File: src/rtl/core/jsv_pkg.sv
// Package of shared types, codes and tables for the JSON syntax checker.
package jsv_pkg;

  // One input request: a text byte or the end-of-text marker.
  typedef struct packed {
    logic       mode;
    logic [7:0] text_byte;
  } jsv_in_t;

  // One result: the status and, on error, its position.
  typedef struct packed {
    logic [3:0]  status;
    logic [31:0] error_line;
    logic [31:0] error_column;
  } jsv_out_t;

  localparam logic MODE_BYTE = 1'b0;
  localparam logic MODE_END  = 1'b1;

  // Status codes.
  localparam logic [3:0] ST_OK        = 4'd0;
  localparam logic [3:0] ST_TRAILING  = 4'd1;
  localparam logic [3:0] ST_UNEXP     = 4'd2;
  localparam logic [3:0] ST_LITERAL   = 4'd3;
  localparam logic [3:0] ST_COLON     = 4'd4;
  localparam logic [3:0] ST_OBJ_SEP   = 4'd5;
  localparam logic [3:0] ST_ARR_SEP   = 4'd6;
  localparam logic [3:0] ST_NUMBER    = 4'd7;
  localparam logic [3:0] ST_EXPONENT  = 4'd8;
  localparam logic [3:0] ST_QUOTE     = 4'd9;
  localparam logic [3:0] ST_ESC_END   = 4'd10;
  localparam logic [3:0] ST_BAD_ESC   = 4'd11;
  localparam logic [3:0] ST_UNTERM    = 4'd12;
  localparam logic [3:0] ST_TOO_DEEP  = 4'd13;

  // Parser phases.
  localparam logic [4:0] PH_VALUE         = 5'd0;
  localparam logic [4:0] PH_ARR_FIRST     = 5'd1;
  localparam logic [4:0] PH_OBJ_FIRST     = 5'd2;
  localparam logic [4:0] PH_OBJ_KEY       = 5'd3;
  localparam logic [4:0] PH_STR           = 5'd4;
  localparam logic [4:0] PH_STR_ESC       = 5'd5;
  localparam logic [4:0] PH_KEY           = 5'd6;
  localparam logic [4:0] PH_KEY_ESC       = 5'd7;
  localparam logic [4:0] PH_COLON         = 5'd8;
  localparam logic [4:0] PH_AFTER         = 5'd9;
  localparam logic [4:0] PH_LIT           = 5'd10;
  localparam logic [4:0] PH_NUM_SIGN      = 5'd11;
  localparam logic [4:0] PH_NUM_INT       = 5'd12;
  localparam logic [4:0] PH_NUM_FRAC      = 5'd13;
  localparam logic [4:0] PH_NUM_EXP       = 5'd14;
  localparam logic [4:0] PH_NUM_EXP_SIGN  = 5'd15;
  localparam logic [4:0] PH_NUM_EXP_DIG   = 5'd16;

  // Stack commands from the parser.
  typedef struct packed {
    logic push;
    logic pop;
    logic push_obj;
    logic clear;
  } jsv_nest_ctrl_t;

  // Stack status seen by the parser.
  typedef struct packed {
    logic empty;
    logic full;
    logic top_obj;
  } jsv_nest_stat_t;

  // Outcome of one parser step.
  typedef struct packed {
    logic [4:0] phase;
    logic [1:0] lit_kind;
    logic [2:0] lit_prog;
    logic       tok_capture;
    logic [3:0] err;
    logic       err_at_tok;
    logic       push;
    logic       pop;
    logic       push_obj;
  } jsv_step_t;

  // Expected character of a literal at a given place.
  function automatic logic [7:0] lit_char(input logic [1:0] kind, input logic [2:0] pos);
    logic [7:0] ch;
    ch = 8'h00;
    case (kind)
      2'd1: begin
        case (pos)
          3'd0: ch = "f";
          3'd1: ch = "a";
          3'd2: ch = "l";
          3'd3: ch = "s";
          3'd4: ch = "e";
          default: ch = 8'h00;
        endcase
      end
      2'd2: begin
        case (pos)
          3'd0: ch = "n";
          3'd1: ch = "u";
          3'd2: ch = "l";
          3'd3: ch = "l";
          default: ch = 8'h00;
        endcase
      end
      default: begin
        case (pos)
          3'd0: ch = "t";
          3'd1: ch = "r";
          3'd2: ch = "u";
          3'd3: ch = "e";
          default: ch = 8'h00;
        endcase
      end
    endcase
    return ch;
  endfunction

  // Length of a literal.
  function automatic logic [2:0] lit_len(input logic [1:0] kind);
    logic [2:0] len;
    case (kind)
      2'd1:    len = 3'd5;
      2'd2:    len = 3'd4;
      default: len = 3'd4;
    endcase
    return len;
  endfunction

endpackage

File: src/rtl/core/jsv_ram.sv
// Generic single-port-write, one-read RAM with registered read data.
module jsv_ram #(
  parameter int WIDTH = 1,
  parameter int DEPTH = 64
) (
  input  logic                                   clk_i,
  input  logic                                   we_i,
  input  logic [(DEPTH > 1 ? $clog2(DEPTH) : 1)-1:0] waddr_i,
  input  logic [WIDTH-1:0]                       wdata_i,
  input  logic [(DEPTH > 1 ? $clog2(DEPTH) : 1)-1:0] raddr_i,
  output logic [WIDTH-1:0]                       rdata_o
);

  logic [WIDTH-1:0] mem_q [DEPTH];

  // Write port and registered read port.
  always_ff @(posedge clk_i) begin
    if (we_i) begin
      mem_q[waddr_i] <= wdata_i;
    end
    rdata_o <= mem_q[raddr_i];
  end

endmodule

File: src/rtl/core/jsv_nest.sv
// Nesting stack: top and second entries in registers, deeper entries in a RAM.
module jsv_nest #(
  parameter int MAX_DEPTH = 64
) (
  input  logic                    clk_i,
  input  logic                    rst_ni,
  input  jsv_pkg::jsv_nest_ctrl_t ctrl_i,
  output jsv_pkg::jsv_nest_stat_t stat_o
);
  import jsv_pkg::*;

  localparam int LW = $clog2(MAX_DEPTH + 1);
  localparam int AW = (MAX_DEPTH > 1) ? $clog2(MAX_DEPTH) : 1;

  logic [LW-1:0] level_q, level_d;
  logic          top_q, top_d;
  logic          second_q, second_d;
  logic          sec_rd_q, sec_rd_d;
  logic          second;
  logic          rd_data;
  logic          we;
  logic [LW-1:0] waddr_full, raddr_full;

  // The second entry comes from the RAM after a pop, else from its register.
  assign second = sec_rd_q ? rd_data : second_q;

  // Next stack state.
  always_comb begin
    level_d  = level_q;
    top_d    = top_q;
    second_d = second_q;
    sec_rd_d = sec_rd_q;
    we       = 1'b0;
    if (ctrl_i.clear) begin
      level_d  = '0;
      sec_rd_d = 1'b0;
    end else if (ctrl_i.push) begin
      level_d  = level_q + 1'b1;
      top_d    = ctrl_i.push_obj;
      second_d = top_q;
      sec_rd_d = 1'b0;
      we       = (level_q != '0);
    end else if (ctrl_i.pop && level_q != '0) begin
      level_d  = level_q - 1'b1;
      top_d    = second;
      sec_rd_d = 1'b1;
    end
  end

  // Old top is stored at its own index; the read fetches the new second entry.
  assign waddr_full = level_q - 1'b1;
  assign raddr_full = level_d - LW'(2);

  jsv_ram #(
    .WIDTH (1),
    .DEPTH (MAX_DEPTH)
  ) u_ram (
    .clk_i   (clk_i),
    .we_i    (we),
    .waddr_i (AW'(waddr_full)),
    .wdata_i (top_q),
    .raddr_i (AW'(raddr_full)),
    .rdata_o (rd_data)
  );

  // Stack registers.
  always_ff @(posedge clk_i or negedge rst_ni) begin
    if (!rst_ni) begin
      level_q  <= '0;
      sec_rd_q <= 1'b0;
      top_q    <= 1'b0;
      second_q <= 1'b0;
    end else begin
      level_q  <= level_d;
      sec_rd_q <= sec_rd_d;
      top_q    <= top_d;
      second_q <= second_d;
    end
  end

  assign stat_o.empty   = (level_q == '0);
  assign stat_o.full    = (level_q == LW'(MAX_DEPTH));
  assign stat_o.top_obj = (level_q != '0) && top_q;

endmodule

File: src/rtl/core/jsv_parse.sv
// Parser step: next phase, literal progress, stack command and error for one byte.
module jsv_parse (
  input  logic [4:0]              phase_i,
  input  logic [7:0]              char_i,
  input  jsv_pkg::jsv_nest_stat_t nest_i,
  input  logic [1:0]              lit_kind_i,
  input  logic [2:0]              lit_prog_i,
  output jsv_pkg::jsv_step_t      step_o,
  output logic [3:0]              end_err_o,
  output logic                    end_err_at_tok_o
);
  import jsv_pkg::*;

  logic       is_ws, is_digit, is_exp;
  logic       done;
  logic [4:0] ph;
  logic [1:0] kind;
  logic [2:0] len;
  logic [7:0] want;

  assign is_ws    = (char_i == " ") || (char_i == 8'h09) || (char_i == 8'h0d) ||
                    (char_i == 8'h0a);
  assign is_digit = (char_i >= "0") && (char_i <= "9");
  assign is_exp   = (char_i == "e") || (char_i == "E");
  assign kind     = (lit_kind_i == 2'd3) ? 2'd0 : lit_kind_i;
  assign len      = lit_len(kind);
  assign want     = lit_char(kind, lit_prog_i);

  // Byte step: number phases first, then the general phase handling.
  always_comb begin
    step_o          = '0;
    step_o.phase    = phase_i;
    step_o.lit_kind = lit_kind_i;
    step_o.lit_prog = lit_prog_i;
    done            = 1'b1;
    case (phase_i)
      PH_NUM_SIGN: begin
        if (is_digit) step_o.phase = PH_NUM_INT;
        else step_o.err = ST_NUMBER;
      end
      PH_NUM_INT: begin
        if (is_digit) step_o.phase = PH_NUM_INT;
        else if (char_i == ".") step_o.phase = PH_NUM_FRAC;
        else if (is_exp) step_o.phase = PH_NUM_EXP;
        else done = 1'b0;
      end
      PH_NUM_FRAC: begin
        if (is_digit) step_o.phase = PH_NUM_FRAC;
        else if (is_exp) step_o.phase = PH_NUM_EXP;
        else done = 1'b0;
      end
      PH_NUM_EXP: begin
        if (char_i == "+" || char_i == "-") step_o.phase = PH_NUM_EXP_SIGN;
        else if (is_digit) step_o.phase = PH_NUM_EXP_DIG;
        else step_o.err = ST_EXPONENT;
      end
      PH_NUM_EXP_SIGN: begin
        if (is_digit) step_o.phase = PH_NUM_EXP_DIG;
        else step_o.err = ST_EXPONENT;
      end
      PH_NUM_EXP_DIG: begin
        if (!is_digit) done = 1'b0;
      end
      default: done = 1'b0;
    endcase

    // A number that ends hands the byte that ends it on as a byte after a value.
    ph = (phase_i >= PH_NUM_INT && phase_i != PH_NUM_EXP && phase_i != PH_NUM_EXP_SIGN &&
          phase_i <= PH_NUM_EXP_DIG) ? PH_AFTER : phase_i;

    if (!done) begin
      step_o.phase = ph;
      case (ph)
        PH_VALUE, PH_ARR_FIRST: begin
          if (is_ws) begin
            step_o.phase = ph;
          end else if (ph == PH_ARR_FIRST && char_i == "]") begin
            step_o.pop   = 1'b1;
            step_o.phase = PH_AFTER;
          end else if (char_i == "\"") begin
            step_o.phase = PH_STR;
          end else if (char_i == "{" || char_i == "[") begin
            if (nest_i.full) begin
              step_o.err = ST_TOO_DEEP;
            end else begin
              step_o.push     = 1'b1;
              step_o.push_obj = (char_i == "{");
              step_o.phase    = (char_i == "{") ? PH_OBJ_FIRST : PH_ARR_FIRST;
            end
          end else if (char_i == "t" || char_i == "f" || char_i == "n") begin
            step_o.lit_kind    = (char_i == "t") ? 2'd0 : (char_i == "f") ? 2'd1 : 2'd2;
            step_o.lit_prog    = 3'd1;
            step_o.tok_capture = 1'b1;
            step_o.phase       = PH_LIT;
          end else if (char_i == "-") begin
            step_o.phase = PH_NUM_SIGN;
          end else if (is_digit) begin
            step_o.phase = PH_NUM_INT;
          end else begin
            step_o.err = ST_UNEXP;
          end
        end
        PH_OBJ_FIRST, PH_OBJ_KEY: begin
          if (!is_ws) begin
            if (char_i == "}" && ph == PH_OBJ_FIRST) begin
              step_o.pop   = 1'b1;
              step_o.phase = PH_AFTER;
            end else if (char_i == "\"") begin
              step_o.phase = PH_KEY;
            end else begin
              step_o.err = ST_QUOTE;
            end
          end
        end
        PH_STR: begin
          if (char_i == "\"") step_o.phase = PH_AFTER;
          else if (char_i == "\\") step_o.phase = PH_STR_ESC;
        end
        PH_KEY: begin
          if (char_i == "\"") step_o.phase = PH_COLON;
          else if (char_i == "\\") step_o.phase = PH_KEY_ESC;
        end
        PH_STR_ESC, PH_KEY_ESC: begin
          if (char_i == "\"" || char_i == "\\") begin
            step_o.phase = (ph == PH_STR_ESC) ? PH_STR : PH_KEY;
          end else begin
            step_o.err = ST_BAD_ESC;
          end
        end
        PH_COLON: begin
          if (!is_ws) begin
            if (char_i == ":") step_o.phase = PH_VALUE;
            else step_o.err = ST_COLON;
          end
        end
        PH_AFTER: begin
          if (!is_ws) begin
            if (nest_i.empty) begin
              step_o.err = ST_TRAILING;
            end else if (nest_i.top_obj) begin
              if (char_i == ",") step_o.phase = PH_OBJ_KEY;
              else if (char_i == "}") step_o.pop = 1'b1;
              else step_o.err = ST_OBJ_SEP;
            end else begin
              if (char_i == ",") step_o.phase = PH_VALUE;
              else if (char_i == "]") step_o.pop = 1'b1;
              else step_o.err = ST_ARR_SEP;
            end
          end
        end
        PH_LIT: begin
          if (lit_prog_i < len && char_i == want) begin
            step_o.lit_prog = lit_prog_i + 3'd1;
            if (lit_prog_i + 3'd1 >= len) step_o.phase = PH_AFTER;
          end else begin
            step_o.err        = ST_LITERAL;
            step_o.err_at_tok = 1'b1;
          end
        end
        default: step_o.err = ST_UNEXP;
      endcase
    end
  end

  // Error that the end of text reveals in each phase.
  always_comb begin
    end_err_at_tok_o = 1'b0;
    case (phase_i)
      PH_VALUE, PH_ARR_FIRST:    end_err_o = ST_UNEXP;
      PH_OBJ_FIRST, PH_OBJ_KEY:  end_err_o = ST_QUOTE;
      PH_STR, PH_KEY:            end_err_o = ST_UNTERM;
      PH_STR_ESC, PH_KEY_ESC:    end_err_o = ST_ESC_END;
      PH_COLON:                  end_err_o = ST_COLON;
      PH_LIT: begin
        end_err_o        = ST_LITERAL;
        end_err_at_tok_o = 1'b1;
      end
      PH_NUM_SIGN:                   end_err_o = ST_NUMBER;
      PH_NUM_EXP, PH_NUM_EXP_SIGN:   end_err_o = ST_EXPONENT;
      PH_AFTER, PH_NUM_INT, PH_NUM_FRAC, PH_NUM_EXP_DIG: begin
        if (nest_i.empty) end_err_o = ST_OK;
        else end_err_o = nest_i.top_obj ? ST_OBJ_SEP : ST_ARR_SEP;
      end
      default: end_err_o = ST_UNEXP;
    endcase
  end

endmodule

File: src/rtl/core/json_syntax_validator.sv
// Top level of the streaming JSON syntax checker.
//
//   Channel | Direction | Handshake              | Payload
//   in      | input     | in_valid_i, in_stall_o  | in_req_i  (mode, text_byte)
//   out     | output    | out_valid_o, out_stall_i| out_res_o (status, error_line, error_column)
//
// One request per cycle while the input is not stalled: a request is held in the input
// register and is parsed on its way to the result register, so an end-of-text result
// is registered once its request leaves the input register. The nesting stack reads
// its RAM every cycle. Reset clears all state but the data registers; the stack RAM
// needs no clearing. A stalled result holds the input register, and the input stalls
// only while that register is occupied and the result is stalled.
module json_syntax_validator #(
  parameter int MAX_DEPTH     = 64,
  parameter int POSITION_BITS = 32
) (
  input  logic              clk_i,
  input  logic              rst_ni,
  input  logic              in_valid_i,
  output logic              in_stall_o,
  input  jsv_pkg::jsv_in_t  in_req_i,
  output logic              out_valid_o,
  input  logic              out_stall_i,
  output jsv_pkg::jsv_out_t out_res_o
);
  import jsv_pkg::*;

  localparam int PB = POSITION_BITS;

  logic           in_valid_q;
  jsv_in_t        in_q;
  logic           adv, fire, fire_end, fire_byte;
  logic [4:0]     phase_q;
  logic [1:0]     kind_q;
  logic [2:0]     prog_q;
  logic [PB-1:0]  line_q, col_q, tok_line_q, tok_col_q, err_line_q, err_col_q;
  logic [3:0]     err_q;
  jsv_step_t      step;
  logic [3:0]     end_err;
  logic           end_at_tok;
  jsv_nest_ctrl_t nest_ctrl;
  jsv_nest_stat_t nest_stat;
  logic           out_valid_q;
  jsv_out_t       out_q;
  logic [3:0]     fin_err;
  logic [PB-1:0]  fin_line, fin_col;

  // Input register handshake.
  assign adv        = !out_valid_q || !out_stall_i;
  assign in_stall_o = in_valid_q && !adv;
  assign fire       = in_valid_q && adv;
  assign fire_end   = fire && (in_q.mode == MODE_END);
  assign fire_byte  = fire && (in_q.mode == MODE_BYTE) && (err_q == ST_OK);

  always_ff @(posedge clk_i or negedge rst_ni) begin
    if (!rst_ni) begin
      in_valid_q <= 1'b0;
    end else if (!in_stall_o) begin
      in_valid_q <= in_valid_i;
    end
  end

  always_ff @(posedge clk_i) begin
    if (in_valid_i && !in_stall_o) begin
      in_q <= in_req_i;
    end
  end

  jsv_parse u_parse (
    .phase_i          (phase_q),
    .char_i           (in_q.text_byte),
    .nest_i           (nest_stat),
    .lit_kind_i       (kind_q),
    .lit_prog_i       (prog_q),
    .step_o           (step),
    .end_err_o        (end_err),
    .end_err_at_tok_o (end_at_tok)
  );

  // Push and pop follow the parser while no error is latched; end of text clears the stack.
  assign nest_ctrl.clear    = fire_end;
  assign nest_ctrl.push     = fire_byte && step.push;
  assign nest_ctrl.pop      = fire_byte && step.pop;
  assign nest_ctrl.push_obj = step.push_obj;

  jsv_nest #(
    .MAX_DEPTH (MAX_DEPTH)
  ) u_nest (
    .clk_i  (clk_i),
    .rst_ni (rst_ni),
    .ctrl_i (nest_ctrl),
    .stat_o (nest_stat)
  );

  // Final status on end of text: an earlier error wins.
  always_comb begin
    fin_err  = err_q;
    fin_line = err_line_q;
    fin_col  = err_col_q;
    if (err_q == ST_OK && end_err != ST_OK) begin
      fin_err  = end_err;
      fin_line = end_at_tok ? tok_line_q : line_q;
      fin_col  = end_at_tok ? tok_col_q : col_q;
    end
  end

  // Parser state, positions and the latched error.
  always_ff @(posedge clk_i or negedge rst_ni) begin
    if (!rst_ni) begin
      phase_q    <= PH_VALUE;
      kind_q     <= '0;
      prog_q     <= '0;
      line_q     <= PB'(1);
      col_q      <= PB'(1);
      tok_line_q <= PB'(1);
      tok_col_q  <= PB'(1);
      err_q      <= ST_OK;
      err_line_q <= '0;
      err_col_q  <= '0;
    end else if (fire_end) begin
      phase_q    <= PH_VALUE;
      kind_q     <= '0;
      prog_q     <= '0;
      line_q     <= PB'(1);
      col_q      <= PB'(1);
      tok_line_q <= PB'(1);
      tok_col_q  <= PB'(1);
      err_q      <= ST_OK;
      err_line_q <= '0;
      err_col_q  <= '0;
    end else if (fire_byte) begin
      phase_q <= step.phase;
      kind_q  <= step.lit_kind;
      prog_q  <= step.lit_prog;
      if (step.tok_capture) begin
        tok_line_q <= line_q;
        tok_col_q  <= col_q;
      end
      if (step.err != ST_OK) begin
        err_q      <= step.err;
        err_line_q <= step.err_at_tok ? tok_line_q : line_q;
        err_col_q  <= step.err_at_tok ? tok_col_q : col_q;
      end
      if (in_q.text_byte == 8'h0a) begin
        if (line_q != '1) line_q <= line_q + 1'b1;
        col_q <= PB'(1);
      end else if (col_q != '1) begin
        col_q <= col_q + 1'b1;
      end
    end
  end

  // Result register.
  always_ff @(posedge clk_i or negedge rst_ni) begin
    if (!rst_ni) begin
      out_valid_q <= 1'b0;
    end else if (fire_end) begin
      out_valid_q <= 1'b1;
    end else if (!out_stall_i) begin
      out_valid_q <= 1'b0;
    end
  end

  always_ff @(posedge clk_i) begin
    if (fire_end) begin
      out_q.status       <= fin_err;
      out_q.error_line   <= (fin_err == ST_OK) ? 32'd0 : 32'(fin_line);
      out_q.error_column <= (fin_err == ST_OK) ? 32'd0 : 32'(fin_col);
    end
  end

  assign out_valid_o = out_valid_q;
  assign out_res_o   = out_q;

  // An accepted status places no position.
  a_ok_no_pos: assert property (@(posedge clk_i) disable iff (!rst_ni)
    (out_valid_o && out_res_o.status == ST_OK) |->
      (out_res_o.error_line == 32'd0 && out_res_o.error_column == 32'd0))
    else $error("accepted result carries a position");

  // An end-of-text request always yields a result in the next cycle.
  a_end_result: assert property (@(posedge clk_i) disable iff (!rst_ni)
    fire_end |=> out_valid_o)
    else $error("end of text gave no result");

  // A latched error holds until the end of text.
  a_err_sticky: assert property (@(posedge clk_i) disable iff (!rst_ni)
    (err_q != ST_OK && !fire_end) |=> (err_q == $past(err_q)))
    else $error("latched error changed");

  // The stack is never pushed beyond its depth.
  a_no_overflow: assert property (@(posedge clk_i) disable iff (!rst_ni)
    nest_ctrl.push |-> !nest_stat.full)
    else $error("nesting stack overflow");

endmodule

File: config.mk
export PLATFORM = sky130hd
export DESIGN_NAME = json_syntax_validator
export DESIGN_NICKNAME = d
export VERILOG_FILES = /design/src/rtl/core/jsv_pkg.sv /design/src/rtl/core/jsv_ram.sv /design/src/rtl/core/jsv_nest.sv /design/src/rtl/core/jsv_parse.sv /design/src/rtl/core/json_syntax_validator.sv
export SDC_FILE = /design/constraint.sdc
export NUM_CORES = 1
export LEC_CHECK = 0
export BUFFER_PORTS_ARGS = -buffer_cell sky130_fd_sc_hd__buf_2
export CAP_MARGIN = 20
export CORE_AREA = 5 5 184 186
export DETAILED_ROUTE_END_ITERATION = 10
export DIE_AREA = 0 0 189 191
export PLACE_DENSITY = 0.81
export RECOVER_POWER = 50
export SLEW_MARGIN = 20
export SYNTH_ARGS = -nofsm -noshare
export SYNTH_HDL_FRONTEND = slang
export SYNTH_SLANG_ARGS = --single-unit
File: constraint.sdc
create_clock -name clk_i -period 6.75 [get_ports clk_i]
set_input_delay 1.35 -clock clk_i [delete_from_list [all_inputs] [get_ports clk_i]]
set_output_delay 1.35 -clock clk_i [all_outputs]
set_load 0.05 [all_outputs]
==> impl_metrics.env <==
export IMPL_grt_pass1_vias=16753
export IMPL_firstDrtPassIters=5
export IMPL_reg2regPathDepth=11
export IMPL_r2r_slack_ps=1120
export IMPL_drt_iter0_markers=1685
export IMPL_timing_fmax_mhz=174
export IMPL_combinationalPowerShare_pct=36.3
export IMPL_async_flop_share_pct=60.6
export IMPL_ant_nets=0
export IMPL_cts_tree="yes"
export IMPL_critPathMaxFanout=39
export IMPL_crit_path_top_delay_cell="nand2_1"
export IMPL_yosysWarningCount=0
export IMPL_cts_repair_resized=0
export IMPL_clock_power_share_pct=27.8
export IMPL_grt_busiest_layer="met2"
export IMPL_clock_sinks=360
export IMPL_violations="capacitance limit, slew limit"
export IMPL_initial_utilization_pct=62.1
export IMPL_grt_pass1_wl_mm=88.4
export IMPL_crit_family="compound AO/OA/AOI/OAI gates"
export IMPL_crit_required_ps=7160
export IMPL_pwr_share_seq_pct=35.9
export IMPL_ir_worst_vdd_mv=0.330
export IMPL_powerDensity_nw_per_um2=371
export IMPL_hp_start="tok_col_q[0]"
export IMPL_hold_violations=0
export IMPL_final_nets=2084
export IMPL_die_y_um=191
export IMPL_routed_via_count=17083
export IMPL_slowest_delay_ps=770
export IMPL_syn_area_um2=20000
export IMPL_final_max_slew_viol_count=151
export IMPL_min_to="tok_col_q[0]"
export IMPL_synth_avg_cell_area_um2=9.59
export IMPL_grt_use_met2_pct=48.6
export IMPL_n_antenna_cell=0
export IMPL_fp_dieArea_um2=36100
export IMPL_synth_cell_types=88
export IMPL_critPathArrivalTime_ps=6170
export IMPL_synth_ff_type="dfrtp_1"
export IMPL_timing_final_crit_share_pct=85.3
export IMPL_synth_seq_cells=360
export IMPL_clk_latency_ps=550
export IMPL_end_kind="flop"
export IMPL_syn_to_final_growth_pct=9.04
export IMPL_antenna_found_initial=0
export IMPL_ctsLongestPathBuffers=3
export IMPL_clkTransAtPathRegs_ps=60
export IMPL_outcome="finished, violations left"
export IMPL_vias_per_cell=6.84
export IMPL_finalSetupViolations=0
export IMPL_fp_dieW_um=189
export IMPL_max_cap_violations=3
export IMPL_hold_slack_ps=508
export IMPL_synth_fp_nets=2108
export IMPL_slew_headroom_pct=-118
export IMPL_ys_seq_area_share_pct=48.7
export IMPL_place_congestion=0.926
export IMPL_fin_tns_setup_ps=0
export IMPL_h_tree_depth=2
export IMPL_use_met3_pct=5.15
export IMPL_numPortBuffers=82
export IMPL_use_met1_pct=40.5
export IMPL_synth_edf_count=141
export IMPL_critical_path_cell_chain="clkbuf_1 > a21boi_0 > nand2_1 > inv_6 > or3_1 > o211ai_1 > inv_4 > ha_1 > mux4_2 > a211oi_1 > a211oi_1 > mux4_2"
export IMPL_grt_ovfl_total=0
export IMPL_skew_ps=23.9
export IMPL_routedWlPerCell_um=22.0
export IMPL_hold_depth=2
export IMPL_routed_wl_mm=54.8
export IMPL_fin_crit_ps=5760
export IMPL_cts_root_buf="clkbuf_16"
export IMPL_hold_buffers=0
export IMPL_drt_drc_violations_left=0
export IMPL_drive_above_1_share_pct=7.52
export IMPL_dp_hpwl_mm=32.7
export IMPL_grtUsageTotal_pct=29.9
export IMPL_cts_buffers=39
export IMPL_critical_path_class="in2reg"
export IMPL_crit_buf_inv=3
export IMPL_pin_count=83
export IMPL_r2r_start="in_q[7]"
export IMPL_grt_max_degree=99
export IMPL_swShare_pct=41.5
export IMPL_hold_class="reg2reg"
export IMPL_p_switching_mw=3.35
export IMPL_power_internal_mw=4.73
export IMPL_tightest_slew_ps=3260
export IMPL_path_depth=12
export IMPL_syn_inst=2081
export IMPL_postCtsSetupBuffers=0
export IMPL_core_um2=32100
export IMPL_worst_setup_path_start_kind="primary input"
export IMPL_rsz0062_at_grt="false"
export IMPL_p_leak_nw=8.10
export IMPL_r2r_end="u_nest.u_ram.rdata_o"
export IMPL_post_route_util_pct=67.7
export IMPL_rows=66
## per-stage QoR
step	setup slack, ps	cell area, um^2	total power, mW	std cells
4_1_cts	1500	21900	8.07	2495
2_1_floorplan	1630	20000	4.92	2081
5_1_grt	740	21800	8.41	2496
3_5_place_dp	1410	20500	5.83	2423
6_report	990	21800	8.08	2496
3_3_place_gp	1560	20500	5.77	2423
## cell families after synthesis
group / count (synthesis) / synth area share (%)
buffers and inverters: 210 / 4.16
and+or+nand+nor: 803 / 18.8
AOI/OAI and AO/OA: 528 / 18.8
xor gates and xnor gates: 57 / 2.50
DFF: 360 / 48.7
muxes: 109 / 6.13
adders and majority gates: 14 / 0.878
## synthesized netlist by cell type (all sizes together), types with 16 or more instances
| library cell | number | area [um^2] |
|---|---|---|
| a211oi | 73 | 548 |
| a21oi | 115 | 576 |
| and2 | 71 | 444 |
| and3 | 20 | 125 |
| buf | 31 | 156 |
| clkbuf | 147 | 552 |
| dfrtp | 214 | 5360 |
| edfxtp | 141 | 4230 |
| inv | 31 | 119 |
| mux2i | 94 | 941 |
| nand2 | 289 | 1080 |
| nand3 | 39 | 195 |
| nand4 | 23 | 150 |
| nor2 | 236 | 886 |
| nor3 | 27 | 146 |
| nor4 | 16 | 113 |
| o2111ai | 69 | 604 |
| o211ai | 72 | 559 |
| o21ai | 58 | 294 |
| o221ai | 64 | 561 |
| or3 | 17 | 106 |
| xnor2 | 19 | 166 |
| xor2 | 38 | 333 |
## routing by layer
| layer | vias to the layer above | part of all wire, % | wire length [um] |
|---|---|---|---|
| li1 | 7649 | - | - |
| met1 | 8416 | 41 | 22200 |
| met2 | 858 | 48 | 26100 |
| met3 | 160 | 8.4 | 4610 |
| met4 | 0 | 3.5 | 1890 |
| met5 | - | 0 | 0 |
## power by group through the flow
stage	sequential (mW)	clock, mW	combinational (mW)
after floorplan	3.29	0	1.63
after global placement	2.92	0	2.85
after detailed placement	2.93	0	2.90
after CTS	2.89	2.26	2.91
after global routing	2.93	2.36	3.11
final	2.90	2.24	2.94
## flip-flops by register name (all words and copies together), names as in the netlist, 2 cells and up
signal / cells
col_q: 32
err_col_q: 32
err_line_q: 32
err_q: 4
in_q: 9
kind_q: 2
line_q: 32
out_res_o: 68
phase_q: 5
prog_q: 3
tok_col_q: 32
tok_line_q: 32
u_nest.level_q: 7
u_nest.u_ram.mem_q: 64
## how the worst max path moves through the flow
stage                           endpoint              start  slack [ps]
floorplan                   out_res_o[0]        out_stall_i        1630
global placement    u_nest.u_ram.rdata_o        out_stall_i        1560
detailed placement  u_nest.u_ram.rdata_o        out_stall_i        1410
CTS                 u_nest.u_ram.rdata_o  u_nest.level_q[0]        1500
global route              err_line_q[29]             rst_ni         740
finish              u_nest.u_ram.rdata_o        out_stall_i         990
## layout make-up
class / instances / area [um^2]
clock buffers: 47 / 1070
clock inverters: 25 / 278
fillers: 2399 / 10400
inverters: 32 / 128
multi-input cells: 1511 / 9490
flip-flops and latches: 360 / 9710
well taps: 408 / 510
repair buffers: 113 / 567
## cell usage in the layout (no fill, tap or decap), types with 69 or more instances in the layout
cell	synthesis	layout
a21oi_1	115	115
edfxtp_1	141	141
o2111ai_1	69	69
clkbuf_1	147	77
nand2_1	289	289
a211oi_1	73	72
mux2i_1	94	94
nor2_1	236	235
o211ai_1	70	71
dfrtp_1	214	214
## worst reg2reg max path: stages, from the launching register on
cell	delay (ps)
edfxtp_1	490
nand3b_1	320
nor4b_1	1220
nand4_1	700
o2111ai_1	250
o211ai_1	340
inv_4	270
ha_1	450
mux4_2	550
a211oi_1	310
a211oi_1	120
mux4_2	480
No activity file was read; power rests on OpenSTA's default activity.
